<file path="src/hw/rtl/flsa_pkg.sv">
// ----------------------------------------------------------------------------
// flsa_pkg
// Shared types and constants for the free list slot allocator.
// ----------------------------------------------------------------------------
package flsa_pkg;

	localparam int SLOT_W  = 10;
	localparam int COUNT_W = 11;

	localparam logic CMD_ALLOC = 1'b0;
	localparam logic CMD_FREE  = 1'b1;

	typedef struct packed {
		logic init_wr;
		logic accept;
		logic exec;
		logic load_calc;
		logic load_pend;
		logic load_from_pend;
	} flsa_cmd_t;

	typedef struct packed {
		logic init_last;
	} flsa_sts_t;

endpackage

</file>
<file path="src/hw/rtl/flsa_ctrl.sv">
// ----------------------------------------------------------------------------
// flsa_ctrl
// Sequencer: link table initialisation pass, then accept / execute / hand over.
// ----------------------------------------------------------------------------
module flsa_ctrl import flsa_pkg::*; (
	input  logic      clk,
	input  logic      arst_n,
	input  logic      req_valid,
	output logic      req_ready,
	output logic      rsp_valid,
	input  logic      rsp_ready,
	input  flsa_sts_t sts,
	output flsa_cmd_t cmd
);

	typedef enum logic [1:0] {
		ST_INIT,
		ST_IDLE,
		ST_EXEC,
		ST_WAIT
	} state_t;

	state_t state_q;
	logic   out_valid_q;
	logic   out_free;
	logic   accept;

	assign out_free  = !out_valid_q || rsp_ready;
	assign req_ready = (state_q == ST_IDLE);
	assign accept    = req_valid && req_ready;
	assign rsp_valid = out_valid_q;

	always_comb begin
		cmd                = '0;
		cmd.accept         = accept;
		cmd.init_wr        = (state_q == ST_INIT);
		cmd.exec           = (state_q == ST_EXEC);
		cmd.load_calc      = (state_q == ST_EXEC) && out_free;
		cmd.load_pend      = (state_q == ST_EXEC) && !out_free;
		cmd.load_from_pend = (state_q == ST_WAIT) && out_free;
	end

	always_ff @(posedge clk or negedge arst_n) begin
		if (!arst_n) begin
			state_q     <= ST_INIT;
			out_valid_q <= 1'b0;
		end else begin
			if (cmd.load_calc || cmd.load_from_pend) begin
				out_valid_q <= 1'b1;
			end else if (rsp_ready) begin
				out_valid_q <= 1'b0;
			end
			case (state_q)
				ST_INIT: begin
					if (sts.init_last) begin
						state_q <= ST_IDLE;
					end
				end
				ST_IDLE: begin
					if (accept) begin
						state_q <= ST_EXEC;
					end
				end
				ST_EXEC: begin
					if (out_free) begin
						state_q <= ST_IDLE;
					end else begin
						state_q <= ST_WAIT;
					end
				end
				ST_WAIT: begin
					if (out_free) begin
						state_q <= ST_IDLE;
					end
				end
				default: begin
					state_q <= ST_IDLE;
				end
			endcase
		end
	end

endmodule

</file>
<file path="config.mk">
export PLATFORM = sky130hd
export DESIGN_NAME = flsa_ctrl
export DESIGN_NICKNAME = d
export VERILOG_FILES = /design/src/hw/rtl/flsa_pkg.sv /design/src/hw/rtl/flsa_ctrl.sv
export SDC_FILE = /design/constraint.sdc
export NUM_CORES = 1
export LEC_CHECK = 0
export BUFFER_PORTS_ARGS = -buffer_cell sky130_fd_sc_hd__buf_2
export CAP_MARGIN = 15
export CORE_AREA = 2 2 39 41
export CTS_BUF_LIST = sky130_fd_sc_hd__clkbuf_4 sky130_fd_sc_hd__clkbuf_8
export DETAILED_ROUTE_END_ITERATION = 6
export DIE_AREA = 0 0 41 43
export MAX_ROUTING_LAYER = met4
export SLEW_MARGIN = 15
export SYNTH_ARGS = -nofsm -noshare
export SYNTH_HDL_FRONTEND = slang
export SYNTH_SLANG_ARGS = --single-unit
</file>
<file path="constraint.sdc">
create_clock -name clk -period 2.55 [get_ports clk]
set_input_delay 0.1275 -clock clk [delete_from_list [all_inputs] [get_ports clk]]
set_output_delay 0.1275 -clock clk [all_outputs]
set_load 0.02 [all_outputs]
</file>
==> impl_metrics.yaml, run 1 <==
worst_setup_path:
  crit_arrival_ns: 1.33
  endpoint_kind: "primary output"
  crit_fanout: 4
  crit_type: "register to primary output"
  start_kind: "register"
  cp.required_ns: 2.42
grt:
  grt_pass1_vias: 203
  grt_pass1_wl_um: 676
  antenna_found_initial: 0
  grt_overflow: 0
  grt.total_usage_pct: 6.40
  grt_max_degree: 5
clock_tree:
  cts_setup_buffers: 0
  cts_tree: "yes"
  clk_pin_slew_ns: 0.04
  clk_path_buf_depth: 2
  hold_buffers: 1
  h-tree-depth: 1
  cts_sinks: 3
  cts-root-buf: "clkbuf_4"
  numCtsBuffers: 3
  clk_latency_ns: 0.23
  post_cts_resized: 0
synth:
  synth_seq_cells: 3
  synth_cell_type_count: 13
  synthCells: 24
  syn-cell-area_um2: 253
  synth_warnings: 0
  seq_area_frac_synth_pct: 29.7
  avgSynthCellArea_um2: 10.5
  synth_nets: 34
die:
  initial_utilization_pct: 18.3
  die-area_um2: 1760
  fp.dieH_um: 43
  core_um2: 1380
  fp-row-count: 14
  die_w_um: 41
  io_pins: 13
placed_design:
  pre_cts_ws_ns: 1.20
  dp_hpwl_um: 397
  portBuffers: 12
  place_congestion: 0.625
route:
  routedWlPerCell_um: 8.21
  drc: 0
  first_iter_violations: 1
  drt-total-wl_um: 460
  vias: 209
  drtPass1Iterations: 2
  avgViaCountPerCell: 3.73
  antenna_left: 0
timing:
  final-hold-violation-count: 0
  timing.fmax_mhz: 686
  worst_slack_ns: 1.09
  timing.final.crit_period_ns: 1.46
  finalSetupTns_ns: 0
  max_slew_margin_pct: 90.5
  rsz0062_at_grt: "no"
  skew_ns: 0.000246
  setup_viol: 0
  worstMarginPinSlew_ns: 0.138
  slew_viol_final: 0
  timing.final.crit_share_pct: 57.1
final_layout:
  fin_nets: 51
  drive_gt1_share_pct: 45.0
  area_growth_pct: 44.6
  diodes: 0
  nFillCells: 155
run:
  drv_cap: 0
power:
  p_leak_nw: 0.210
  vdd_drop_max_v: 0.000350
  power_density_nw_per_um2: 1170
worst_hold_path:
  hold_class: "primary input to asynchronous set/reset pin"
run_status:
  outcome: "completed"
## worst max-delay path, cell delays in order, from the launching register on
cell and delay [ns]:
dfrtp_1 0.39, inv_1 0.09, ha_1 0.23, and3b_2 0.23, buf_2 0.16
## final timing paths
path                            startpoint  cells after the start  slack, ns          to
worst max-delay path            state_q[0]                      4       1.09      cmd[1]
worst min-delay path                arst_n                      2       0.22  state_q[1]
worst max register to register  state_q[1]                      5       1.22  state_q[0]
worst min register to register  state_q[1]                      2       0.64  state_q[1]
max in group asynchronous           arst_n                      2       2.23   rsp_valid
min in group clk                 rsp_ready                      3       0.27   rsp_valid
## area by class of cell
type / instances / area, um2 / share of cell area, %
well taps: 16 / 20.0 / 5.48
repair buffers: 13 / 70.1 / 19.2
clock buffers: 4 / 30.0 / 8.22
inverters: 3 / 11.3 / 3.08
multi-input cells: 17 / 159 / 43.5
flip-flops and latches: 3 / 75.1 / 20.5
## synthesized netlist by cell type, drive strengths merged
cell    count  area share [%]
a221o       1             4.0
and2        3             7.4
and3b       1             4.0
buf         1             3.0
dfrtp       3              30
ha          5              25
inv         3             4.5
mux2i       2             7.9
nand2b      1             2.5
nor2b       2             7.9
o21ai       1             2.0
or3         1             2.5
## report_power, final
group,total (W),switching [W],internal (W),leakage [nW]
combinational,0.000242,0.000139,0.000104,0.155
sequential,0.0000921,0.0000210,0.0000711,0.0366
clock,0.0000928,0.0000236,0.0000692,0.0184
## layout by cell type (no fill, tap or decap)
cell type | netlist | layout
dfrtp_1 | 3 | 3
ha_1 | 5 | 5
and2_1 | 3 | 3
or3_1 | 1 | 1
mux2i_1 | 2 | 2
nor2b_4 | 1 | 1
buf_2 | 0 | 12
nand2b_1 | 1 | 1
clkbuf_4 | 0 | 4
nor2b_1 | 1 | 1
o21ai_0 | 1 | 1
dlygate4sd3_1 | 0 | 1
and3b_2 | 1 | 1
inv_1 | 3 | 3
a221o_1 | 1 | 1
## per-layer routing
metal	share of wire (%)	vias to the layer above	wire, um	track usage [%]
li1	-	109	-	-
met1	38	94	175	5.52
met4	0	0	0	8.00
met3	7.0	0	32	1.57
met2	55	6	252	9.38
met5	0	-	0	-
## kinds of logic (layout without fill, tap and decap cells)
family	count (synthesis)	in the layout	share of synthesized area (%)
flip-flops	3	3	29.7
buffers and inverters	4	20	7.43
AO/OA/AOI/OAI	2	2	5.94
multiplexers	2	2	7.92
AND/OR/NAND/NOR	8	8	24.3
adder cells (fa/ha/maj)	5	5	24.8
## through the flow
stage	power, W	utilization [%]	hold WS (ns)	instances	cell area [um2]
finish	0.000427	26.4	0.216	56	365
global route	0.000470	26.4	0.229	56	365
CTS	0.000442	26.4	0.203	56	365
detailed placement	0.000341	23.5	-0.0744	51	325
global placement	0.000336	23.5	-0.0739	51	325
floorplan	0.000281	-	-0.168	24	253
## state kept, by name, summed over array words and instances, names as in the netlist
| name | flops |
|---|---|
| rsp_valid | 1 |
| state_q | 2 |
Note: power is estimated with default switching activity, not from simulation.
==> run 2, diff against run 1 <==
==> constraint.sdc (replaced) <==
create_clock -name clk -period 1.4 [get_ports clk]
set_input_delay 0.07 -clock clk [delete_from_list [all_inputs] [get_ports clk]]
set_output_delay 0.07 -clock clk [all_outputs]
set_load 0.02 [all_outputs]
==> run 2 against run 1 <==
Power is 94% higher. Sequential power up 88%. Flip-flop and latch count unchanged. First-iteration DRC count is 100% higher. Worst hold slack lost 0.058 ns. Via count rose by 3.8%.
==> impl_metrics.yaml, run 2 (synthesis gave the netlist of run 1 again) <==
clock_tree:
  cts_tree: "yes"
  cts_sinks: 3
  h-tree-depth: 1
  clk_latency_ns: 0.23
  clk_pin_slew_ns: 0.04
  numCtsBuffers: 3
  clk_path_buf_depth: 2
  cts-root-buf: "clkbuf_4"
worst_setup_path:
  slowest_delay_ns: 0.41
  crit_type: "register to primary output"
  cp.required_ns: 1.33
  crit_fanout: 4
  worstSetupStartpoint: "state_q[0]"
  reg2reg_from: "state_q[0]"
  crit_buf_inv: 2
  cpLargestDelayFamily: "flip-flops"
  start_kind: "register"
  cpMostUsedCell: "buf_4"
  endpoint_kind: "primary output"
  ff2ff_setup_slack_ns: 0.06
  crit_slowest_cell: "dfrtp_1"
  crit_arrival_ns: 1.28
  cp_cell_sequence: "buf_4, ha_2, and2_1, buf_4"
worst_hold_path:
  hold_class: "primary input to asynchronous set/reset pin"
die:
  initial_utilization_pct: 18.3
  core_um2: 1380
  die_w_um: 41
  fp.dieH_um: 43
  io_pins: 13
  die-area_um2: 1760
  fp-row-count: 14
timing:
  final-hold-violation-count: 0
  timing.final.crit_share_pct: 96.1
  worstMarginPinSlew_ns: 0.163
  rsz0062_at_grt: "yes"
  skew_ns: 0.00182
  timing.final.crit_period_ns: 1.35
  slew_viol_final: 0
  timing.fmax_mhz: 743
  max_slew_margin_pct: 88.8
  setup_viol: 0
final_layout:
  design_area_um2: 383
  layout_common_cells: "buf_2, clkbuf_4"
  diodes: 0
  largest_reg_flops: 2
  drive_gt1_share_pct: 56.1
  regMostFlops: "state_q"
  layout_commonest_cell: "buf_2"
  area_growth_pct: 51.5
  fin_nets: 52
placed_design:
  dp_hpwl_um: 398
  portBuffers: 12
  place_area_um2: 325
  place_congestion: 0.654
grt:
  grt_overflow: 0
  grt.total_usage_pct: 7.64
  grt_pass1_vias: 214
  grt_max_degree: 5
  grt_pass1_wl_um: 800
  antenna_found_initial: 0
route:
  avgViaCountPerCell: 3.81
  routed-wl-met3_um: 39
  routedWlPerCell_um: 8.58
  first_iter_violations: 2
  vias: 217
  top_layer_used: "met4"
  wl_met2_um: 245
  drtPass1Iterations: 2
  antenna_left: 0
  drc: 0
  wl_met1_um: 197
  drt-total-wl_um: 489
power:
  total_power_w: 0.000827
  power_density_nw_per_um2: 2160
  power_frac_clock_pct: 21.0
  netSwitchingFraction_pct: 42.9
  p_leak_nw: 0.210
  vdd_drop_max_v: 0.000624
  p_comb_share_pct: 58.1
  p_int_w: 0.000473
  p_seq_share_pct: 20.9
  p_sw_w: 0.000355
run_status:
  outcome: "completed"
run:
  drv_cap: 0
==> run 2: final timing paths <==
check / end / cells after the start
min in group clk: rsp_valid / 3
max in group asynchronous: state_q[0] / 2
hold / removal: state_q[1] / 2
setup / recovery: cmd[4] / 4
hold reg to reg: state_q[1] / 2
setup reg to reg: state_q[0] / 4
==> run 2: what timing repair did <==
item,4_1_cts,5_1_grt
hold endpoints to repair,3,0
hold buffers,1,0
gates resized for setup,1,5
setup buffers,1,0
endpoints found under the setup margin,1,4
==> run 2: metrics by stage <==
step	hold slack [ns]	utilization, %	cells	setup slack (ns)	TNS [ns]
after floorplan	-0.226	-	24	0.0234	0
after global placement	-0.132	23.5	51	0.0727	0
after detailed placement	-0.131	23.5	51	0.0438	0
after CTS	0.143	27.1	57	0.0107	0
after global routing	0.170	27.7	57	-0.00312	-0.00601
final	0.158	27.7	57	0.0546	0
==> run 2: layout make-up <==
| type | instances | area, um2 |
|---|---|---|
| Clock buffer | 4 | 30.0 |
| Fill cell | 161 | 1000 |
| Inverter | 3 | 11.3 |
| Multi-Input combinational cell | 17 | 164 |
| Sequential cell | 3 | 75.1 |
| Tap cell | 16 | 20.0 |
| Timing Repair Buffer | 14 | 82.6 |
==> run 2: per-layer routing <==
metal | GRT usage, % | vias to the layer above
li1 | - | 111
met2 | 10.6 | 8
met5 | - | -
met1 | 7.14 | 96
met4 | 8.00 | 0
met3 | 3.14 | 2
==> run 2: power groups by stage <==
stage	sequential, W	clock (W)	combinational [W]
after floorplan	0.000179	0	0.000332
after global placement	0.000166	0	0.000449
after detailed placement	0.000169	0	0.000453
after CTS	0.000167	0.000183	0.000480
after global routing	0.000179	0.000194	0.000537
final	0.000173	0.000174	0.000481
